`src/hdl/spq_pkg.sv`:
```
// shared types and codes for the sorted priority queue
package spq_pkg;

  localparam int KEY_W    = 32;
  localparam int OP_W     = 2;
  localparam int STATUS_W = 2;

  typedef logic [OP_W-1:0]     op_t;
  typedef logic [STATUS_W-1:0] status_t;

  localparam op_t OP_PUSH = 2'd0;
  localparam op_t OP_POP  = 2'd1;
  localparam op_t OP_PEEK = 2'd2;

  localparam status_t STATUS_OK    = 2'd0;
  localparam status_t STATUS_FULL  = 2'd1;
  localparam status_t STATUS_EMPTY = 2'd2;

endpackage

```
`src/hdl/spq_ram.sv`:
```
// entry store: one write port, one read port with registered data
module spq_ram #(
  parameter int DEPTH = 64,
  parameter int WIDTH = 48,
  localparam int AW = $clog2(DEPTH)
) (
  input  logic             clk,
  input  logic             wr_en,
  input  logic [AW-1:0]    wr_addr,
  input  logic [WIDTH-1:0] wr_data,
  input  logic             rd_en,
  input  logic [AW-1:0]    rd_addr,
  output logic [WIDTH-1:0] rd_data
);

  logic [WIDTH-1:0] mem [DEPTH];

  always_ff @(posedge clk) begin
    if (wr_en) begin
      mem[wr_addr] <= wr_data;
    end
  end

  always_ff @(posedge clk) begin
    if (rd_en) begin
      rd_data <= mem[rd_addr];
    end
  end

endmodule

```
`src/hdl/sorted_priority_queue_top.sv`:
```
// bounded min-priority queue kept as a sorted ring in one memory
// Channels: in_* takes one word per operation: in_tuser is the operation
//   (push, pop, peek), in_tdata carries the key and handle used by push.
//   out_* returns exactly one word per operation: in_tuser-style status on
//   out_tuser, smallest key/handle (pop, peek), fill count and empty flag.
// Entries sit in ascending key order in a ring; a pop just advances the head.
// A push runs an insertion step from the tail back: each step reads one
//   entry, compares it against the new key on a single comparator and either
//   moves it up one slot or writes the new entry; the push ends once every
//   held entry of larger key has moved up and the new entry is written.
//   Pop and peek read the head entry once; a refused or unused operation
//   goes straight to its result. The memory's single read port sets the pace.
// in_tready is high only while no operation is in progress, so the next word
//   is taken only after the result is loaded; that result can still wait
//   in the output register meanwhile.
// If the receiver stalls, the result holds and a second finished result
//   waits inside until the output register frees.
// Reset (rst_n low, synchronous) empties the queue at once; the memory
//   contents are not cleared and are never read before being written.
module sorted_priority_queue_top #(
  parameter int QUEUE_DEPTH = 64,
  parameter int HANDLE_BITS = 16,
  localparam int FW    = $clog2(QUEUE_DEPTH + 1),
  localparam int IN_W  = ((spq_pkg::KEY_W + HANDLE_BITS + 7) / 8) * 8,
  localparam int OUT_W = ((spq_pkg::KEY_W + HANDLE_BITS + FW + 1 + 7) / 8) * 8
) (
  input  logic                         clk,
  input  logic                         rst_n,
  input  logic                         in_tvalid,
  output logic                         in_tready,
  input  logic [IN_W-1:0]              in_tdata,   // key_in, handle_in
  input  logic [spq_pkg::OP_W-1:0]     in_tuser,   // operation
  output logic                         out_tvalid,
  input  logic                         out_tready,
  output logic [OUT_W-1:0]             out_tdata,  // key_out, handle_out, fill_count, is_empty
  output logic [spq_pkg::STATUS_W-1:0] out_tuser   // status
);

  import spq_pkg::*;

  localparam int AW = $clog2(QUEUE_DEPTH);
  localparam int EW = KEY_W + HANDLE_BITS;

  localparam logic [2:0] S_IDLE = 3'd0;
  localparam logic [2:0] S_STEP = 3'd1;
  localparam logic [2:0] S_CMP  = 3'd2;
  localparam logic [2:0] S_HEAD = 3'd3;
  localparam logic [2:0] S_DONE = 3'd4;

  function automatic logic [AW-1:0] ring_inc(input logic [AW-1:0] a);
    return (a == AW'(QUEUE_DEPTH - 1)) ? '0 : a + 1'b1;
  endfunction

  function automatic logic [AW-1:0] ring_dec(input logic [AW-1:0] a);
    return (a == '0) ? AW'(QUEUE_DEPTH - 1) : a - 1'b1;
  endfunction

  logic [2:0]             state_r, state_nxt;
  logic [AW-1:0]          head_r, head_nxt;
  logic [AW-1:0]          tail_r, tail_nxt;
  logic [FW-1:0]          count_r, count_nxt;
  logic [AW-1:0]          wp_r, wp_nxt;
  logic [FW-1:0]          left_r, left_nxt;
  op_t                    op_r, op_nxt;
  logic [KEY_W-1:0]       key_r, key_nxt;
  logic [HANDLE_BITS-1:0] hdl_r, hdl_nxt;
  logic [KEY_W-1:0]       res_key_r, res_key_nxt;
  logic [HANDLE_BITS-1:0] res_hdl_r, res_hdl_nxt;
  status_t                res_st_r, res_st_nxt;
  logic                   out_valid_r, out_valid_nxt;
  logic [KEY_W-1:0]       out_key_r, out_key_nxt;
  logic [HANDLE_BITS-1:0] out_hdl_r, out_hdl_nxt;
  status_t                out_st_r, out_st_nxt;
  logic [FW-1:0]          out_fill_r, out_fill_nxt;
  logic                   out_empty_r, out_empty_nxt;

  logic                   ram_we;
  logic [AW-1:0]          ram_waddr;
  logic [EW-1:0]          ram_wdata;
  logic                   ram_re;
  logic [AW-1:0]          ram_raddr;
  logic [EW-1:0]          ram_rdata;
  logic [KEY_W-1:0]       rd_key;
  logic [HANDLE_BITS-1:0] rd_hdl;

  assign rd_key = ram_rdata[KEY_W-1:0];
  assign rd_hdl = ram_rdata[EW-1:KEY_W];

  spq_ram #(
    .DEPTH (QUEUE_DEPTH),
    .WIDTH (EW)
  ) u_ram (
    .clk     (clk),
    .wr_en   (ram_we),
    .wr_addr (ram_waddr),
    .wr_data (ram_wdata),
    .rd_en   (ram_re),
    .rd_addr (ram_raddr),
    .rd_data (ram_rdata)
  );

  assign in_tready  = (state_r == S_IDLE);
  assign out_tvalid = out_valid_r;
  assign out_tuser  = out_st_r;
  assign out_tdata  = OUT_W'({out_empty_r, out_fill_r, out_hdl_r, out_key_r});

  always_comb begin
    state_nxt     = state_r;
    head_nxt      = head_r;
    tail_nxt      = tail_r;
    count_nxt     = count_r;
    wp_nxt        = wp_r;
    left_nxt      = left_r;
    op_nxt        = op_r;
    key_nxt       = key_r;
    hdl_nxt       = hdl_r;
    res_key_nxt   = res_key_r;
    res_hdl_nxt   = res_hdl_r;
    res_st_nxt    = res_st_r;
    out_valid_nxt = out_valid_r;
    out_key_nxt   = out_key_r;
    out_hdl_nxt   = out_hdl_r;
    out_st_nxt    = out_st_r;
    out_fill_nxt  = out_fill_r;
    out_empty_nxt = out_empty_r;
    ram_we        = 1'b0;
    ram_waddr     = wp_r;
    ram_wdata     = {hdl_r, key_r};
    ram_re        = 1'b0;
    ram_raddr     = ring_dec(wp_r);

    if (out_valid_r && out_tready) begin
      out_valid_nxt = 1'b0;
    end

    unique case (state_r)
      S_IDLE: begin
        if (in_tvalid) begin
          op_nxt      = in_tuser;
          key_nxt     = in_tdata[KEY_W-1:0];
          hdl_nxt     = in_tdata[EW-1:KEY_W];
          res_key_nxt = '0;
          res_hdl_nxt = '0;
          res_st_nxt  = STATUS_OK;
          state_nxt   = S_DONE;
          case (in_tuser) inside
            OP_PUSH: begin
              if (count_r == FW'(QUEUE_DEPTH)) begin
                res_st_nxt = STATUS_FULL;
              end else begin
                wp_nxt    = tail_r;
                left_nxt  = count_r;
                state_nxt = S_STEP;
              end
            end
            OP_POP, OP_PEEK: begin
              if (count_r == '0) begin
                res_st_nxt = STATUS_EMPTY;
              end else begin
                ram_re    = 1'b1;
                ram_raddr = head_r;
                state_nxt = S_HEAD;
              end
            end
            default: begin
              state_nxt = S_DONE;
            end
          endcase
        end
      end
      S_STEP: begin
        if (left_r == '0) begin
          ram_we    = 1'b1;
          count_nxt = count_r + 1'b1;
          tail_nxt  = ring_inc(tail_r);
          state_nxt = S_DONE;
        end else begin
          ram_re    = 1'b1;
          state_nxt = S_CMP;
        end
      end
      S_CMP: begin
        ram_we = 1'b1;
        // strict compare keeps equal keys in push order
        if ($signed(key_r) < $signed(rd_key)) begin
          ram_wdata = ram_rdata;
          wp_nxt    = ring_dec(wp_r);
          left_nxt  = left_r - 1'b1;
          state_nxt = S_STEP;
        end else begin
          count_nxt = count_r + 1'b1;
          tail_nxt  = ring_inc(tail_r);
          state_nxt = S_DONE;
        end
      end
      S_HEAD: begin
        res_key_nxt = rd_key;
        res_hdl_nxt = rd_hdl;
        if (op_r == OP_POP) begin
          head_nxt  = ring_inc(head_r);
          count_nxt = count_r - 1'b1;
        end
        state_nxt = S_DONE;
      end
      S_DONE: begin
        if (!out_valid_r || out_tready) begin
          out_valid_nxt = 1'b1;
          out_key_nxt   = res_key_r;
          out_hdl_nxt   = res_hdl_r;
          out_st_nxt    = res_st_r;
          out_fill_nxt  = count_r;
          out_empty_nxt = (count_r == '0);
          state_nxt     = S_IDLE;
        end
      end
      default: begin
        state_nxt = S_IDLE;
      end
    endcase
  end

  always_ff @(posedge clk) begin
    if (!rst_n) begin
      state_r     <= S_IDLE;
      head_r      <= '0;
      tail_r      <= '0;
      count_r     <= '0;
      out_valid_r <= 1'b0;
    end else begin
      state_r     <= state_nxt;
      head_r      <= head_nxt;
      tail_r      <= tail_nxt;
      count_r     <= count_nxt;
      out_valid_r <= out_valid_nxt;
    end
  end

  always_ff @(posedge clk) begin
    wp_r        <= wp_nxt;
    left_r      <= left_nxt;
    op_r        <= op_nxt;
    key_r       <= key_nxt;
    hdl_r       <= hdl_nxt;
    res_key_r   <= res_key_nxt;
    res_hdl_r   <= res_hdl_nxt;
    res_st_r    <= res_st_nxt;
    out_key_r   <= out_key_nxt;
    out_hdl_r   <= out_hdl_nxt;
    out_st_r    <= out_st_nxt;
    out_fill_r  <= out_fill_nxt;
    out_empty_r <= out_empty_nxt;
  end

`ifndef SYNTHESIS
  a_count_bound: assert property (@(posedge clk) disable iff (!rst_n)
    count_r <= FW'(QUEUE_DEPTH))
    else $error("entry count beyond queue depth");

  a_full_refusal: assert property (@(posedge clk) disable iff (!rst_n)
    (out_valid_r && out_st_r == STATUS_FULL) |-> (out_fill_r == FW'(QUEUE_DEPTH)))
    else $error("push refused while queue not full");

  a_empty_report: assert property (@(posedge clk) disable iff (!rst_n)
    (out_valid_r && out_st_r == STATUS_EMPTY) |-> (out_empty_r && out_fill_r == '0))
    else $error("empty status with entries held");

  a_busy_frozen: assert property (@(posedge clk) disable iff (!rst_n)
    (state_r == S_STEP || state_r == S_CMP) |=> $stable(head_r))
    else $error("head moved during an insertion");
`endif

endmodule
```
`config.mk`:
```
export PLATFORM = sky130hd
export DESIGN_NAME = sorted_priority_queue_top
export DESIGN_NICKNAME = d
export VERILOG_FILES = /design/src/hdl/spq_pkg.sv /design/src/hdl/spq_ram.sv /design/src/hdl/sorted_priority_queue_top.sv
export SDC_FILE = /design/constraint.sdc
export NUM_CORES = 2
export LEC_CHECK = 0
export BUFFER_PORTS_ARGS = -buffer_cell sky130_fd_sc_hd__clkbuf_2
export CORE_MARGIN = 8
export CORE_UTILIZATION = 60
export DETAILED_ROUTE_END_ITERATION = 8
export PLACE_DENSITY_LB_ADDON = 0.1
export RECOVER_POWER = 100
export SYNTH_ARGS = -nofsm -noshare
export SYNTH_HDL_FRONTEND = slang
export SYNTH_HIERARCHICAL = 1
export SYNTH_SLANG_ARGS = --single-unit
```
`constraint.sdc`:
```
create_clock -name clk -period 7.8 [get_ports clk]
set_clock_uncertainty 0.1 [all_clocks]
set_input_delay 0.39 -clock clk [delete_from_list [all_inputs] [get_ports clk]]
set_output_delay 0.39 -clock clk [all_outputs]
set_load 0.02 [all_outputs]
```
==> results.md <==
* Syn_nets at 5742
* Share of layout cells above drive strength 1 at 0.2343
* Async set-or-reset flop fraction in the synthesized netlist at 0
* Clk pwr share at 0.413
* Crit path time final at 6.938 ns
* # rows at 168
* Run status: finished with violations
* Clock latency on the worst-skew pair at 0.94 ns
* CP arrival at 7.38 ns
* Initial core utilization at 0.6029
* DIE AREA at 225300 sq um
* Clock root buffer: clkbuf_16
* IO Count at 114
* Total placed cells including tap cells at 8465
* Most frequent cells in the layout: 3291 x edfxtp_1, 754 x mux4_2, 346 x clkbuf_16
* # Post-CTS Setup Buffers at 0
* Final Wtd Congestion at 0.8239
* Max Slew Vio Count at 2426
* Gr ovfl total at 0
* Post-Route WL at 335600 um
* Vias at 63350
* Max VDD drop at 0.2840 mV
* Combinational group share of total power at 0.047
* Synth area leaders: edfxtp_1 78%, mux4_2 13%, o22ai_1 0.60%
* Via density at 6.957
* CP Launch Type: register
* TritonCTS buffer count at 339
* Initial antenna violation count at 11
* Setup TNS at 0 ns
* Routed Antenna Nets at 0
* Synth unique cells at 66
* DR iter-0 viols at 8676
* CTS Hold Buffers Added at 54
* Final Net Count at 6153
* Core area at 209400 sq um
* Seq pwr share at 0.540
* #FFs+latches synth at 3314
* Reg clk slew, reported paths at 0.06 ns
* Post-synth top area cell: edfxtp_1
* Sequential element share of the synthesized area at 0.7865
* Worst path slowest cell: nor2_1
* First-pass GRT wire length at 470400 um
* Vias in the first global route at 62490
* Commonest non-fill, non-tap cell in the layout: edfxtp_1
* Tot GR Track Use at 0.2969
* Clk sinks at 3314
* Crit Path Max Fanout at 28
* RSZ-0062 raised after global routing: no
* Slowest Stage Delay on Critical Path at 2.35 ns
* Failing checks: max-capacitance violations, max-slew violations
* Layout fillers at 13240
* Least-Margin Pin Slew at 4.647 ns
* Synth Cell Area at 126200 sq um
* Crit end category: register
* Drt wl/cell at 36.86 um
* Worst Path Buf+Inv at 2
* WS Path Type: reg2reg
* YS warnings at 6
* Post-route insts no fill at 9105
* I/O Buffers at 113
* Max frequency at 0.1441 GHz
* Leakage at 44.44 nW
* Post-Syn Instances at 5644
* Largest net degree at the start of global routing at 105
* # DRC at 0
* Post-cts sizing count at 0
* Max-cap violation count at 95
* Pre-Repair DR Iteration Count at 6
* # setup viols final at 0
* EDFF count, synth at 3291
* Syn avg cell area at 22.37 sq um
* Max-slew headroom at -2.098
* Sw Share at 0.2077
* Period utilization at 0.8895
* Family with the most delay on the worst path: simple AND/OR/NAND/NOR gates
* # H-tree levels at 5
* Pwr per Cell Area at 260.5 nW/um^2
* Area Overhead vs Synth at 11.96%
* Ys flop type: edfxtp_1
* Required @ worst endpoint at 8.24 ns
* CTS tree: yes
* Post-synth top area share at 0.7829
* Crit-path cells: clkbuf_1 > nand2_1 > nor2_1 > nand2b_1 > nor2b_1 > nand2_1 > nor2_1 > buf_4
* Dpl hpwl at 182800 um
* Die H at 474.7 um
* Net Sw Power at 0.007647 W
* Die Span X at 474.7 um
* Final Hold Fails at 0
* Int Power at 0.02917 W
* Hold Path Class: in2reg
* CTS max path bufs at 4
==> worst reg2reg max path, cell delays in order (launching register included) <==
cell and delay [ns]:
dfxtp_1 0.33, clkbuf_1 1.35, nand2_1 0.13, nor2_1 0.53, nand2b_1 0.33, nor2b_1 0.30
nand2_1 0.34, nor2_1 2.36, buf_4 0.77
==> flip-flops by register name, indices dropped and copies added, names as in the netlist, 6 cells and up <==
name and flops:
u_ram/rd_data 48, u_ram/mem 3072, out_hdl_r 16, left_r 7, tail_r 6, head_r 6
key_r 32, out_key_r 32, res_key_r 32, out_fill_r 7, hdl_r 16, res_hdl_r 16
count_r 7, ram_waddr 6
==> per-stage QoR <==
step                        util  total power [W]  hold WS, ns  cell area, sq um  worst slack, ns
final                     0.6751          0.03681      0.07331            141300           0.8618
after detailed placement  0.6276          0.02196       0.3045            131400            1.786
after floorplan                -          0.02128       0.3003            126200           0.8202
after CTS                 0.6792          0.03701     0.005418            142200            1.878
after global placement    0.6276          0.02192       0.3008            131400            1.706
after global routing      0.6751          0.03772      0.03555            141300           0.8708
==> area by class of cell <==
type / instances / area [sq um] / area share
antenna: 4 / 10.01 / 0.00007082
sequential: 3314 / 99290 / 0.7025
clock buffer: 423 / 8957 / 0.06338
timing repair buffer: 376 / 2492 / 0.01763
tap: 2805 / 3510 / 0.02483
inverter: 47 / 176.4 / 0.001248
clock inverter: 159 / 1285 / 0.009092
multi-input combinational: 1977 / 25620 / 0.1813
==> logic make-up after synthesis <==
logic type | count (synthesis) | synth area share
adder cells (fa/ha/maj) | 44 | 0.004421
AO/OA/AOI/OAI | 589 | 0.03304
AND/OR/NAND/NOR | 461 | 0.01667
flip-flops | 3314 | 0.7865
buffers and inverters | 353 | 0.01440
XOR/XNOR | 17 | 0.001179
multiplexers | 866 | 0.1438
==> routing by layer <==
metal  vias up  track usage  wire [um]
met3       719      0.05345      35220
met2      3974       0.4671     158600
met4         2       0.1155      16100
li1      24800            -          -
met5         -            0         13
met1     33850       0.4236     125700
==> worst paths after layout <==
| kind | from | endpoint | slack [ns] | depth (start not counted) |
|---|---|---|---|---|
| hold / removal | in_tdata[28] | key_r[28] | 0.07 | 2 |
| setup / recovery | state_r[0] | u_ram/mem[34][27] | 0.86 | 8 |
| setup reg to reg | state_r[0] | u_ram/mem[34][27] | 0.86 | 8 |
| hold reg to reg | res_key_r[31] | out_key_r[31] | 0.32 | 0 |
==> synth_stat cells (all sizes together) (43+ instances only) <==
cell / instances
o22ai: 122
nand2: 140
ha: 43
a21oi: 95
a22oi: 73
a221oi: 84
inv: 47
nor2: 180
edfxtp: 3291
clkbuf: 122
mux2i: 76
o21ai: 52
buf: 184
mux4: 754
a22o: 57
==> power by group through the flow <==
stage / logic (W) / clock network, W / registers (W)
global route: 0.00181 / 0.0160 / 0.0199
detailed placement: 0.00172 / 0 / 0.0202
CTS: 0.00174 / 0.0154 / 0.0199
floorplan: 0.00101 / 0 / 0.0203
finish: 0.00172 / 0.0152 / 0.0199
global placement: 0.00168 / 0 / 0.0202
Power figures use the tool's default switching activity.
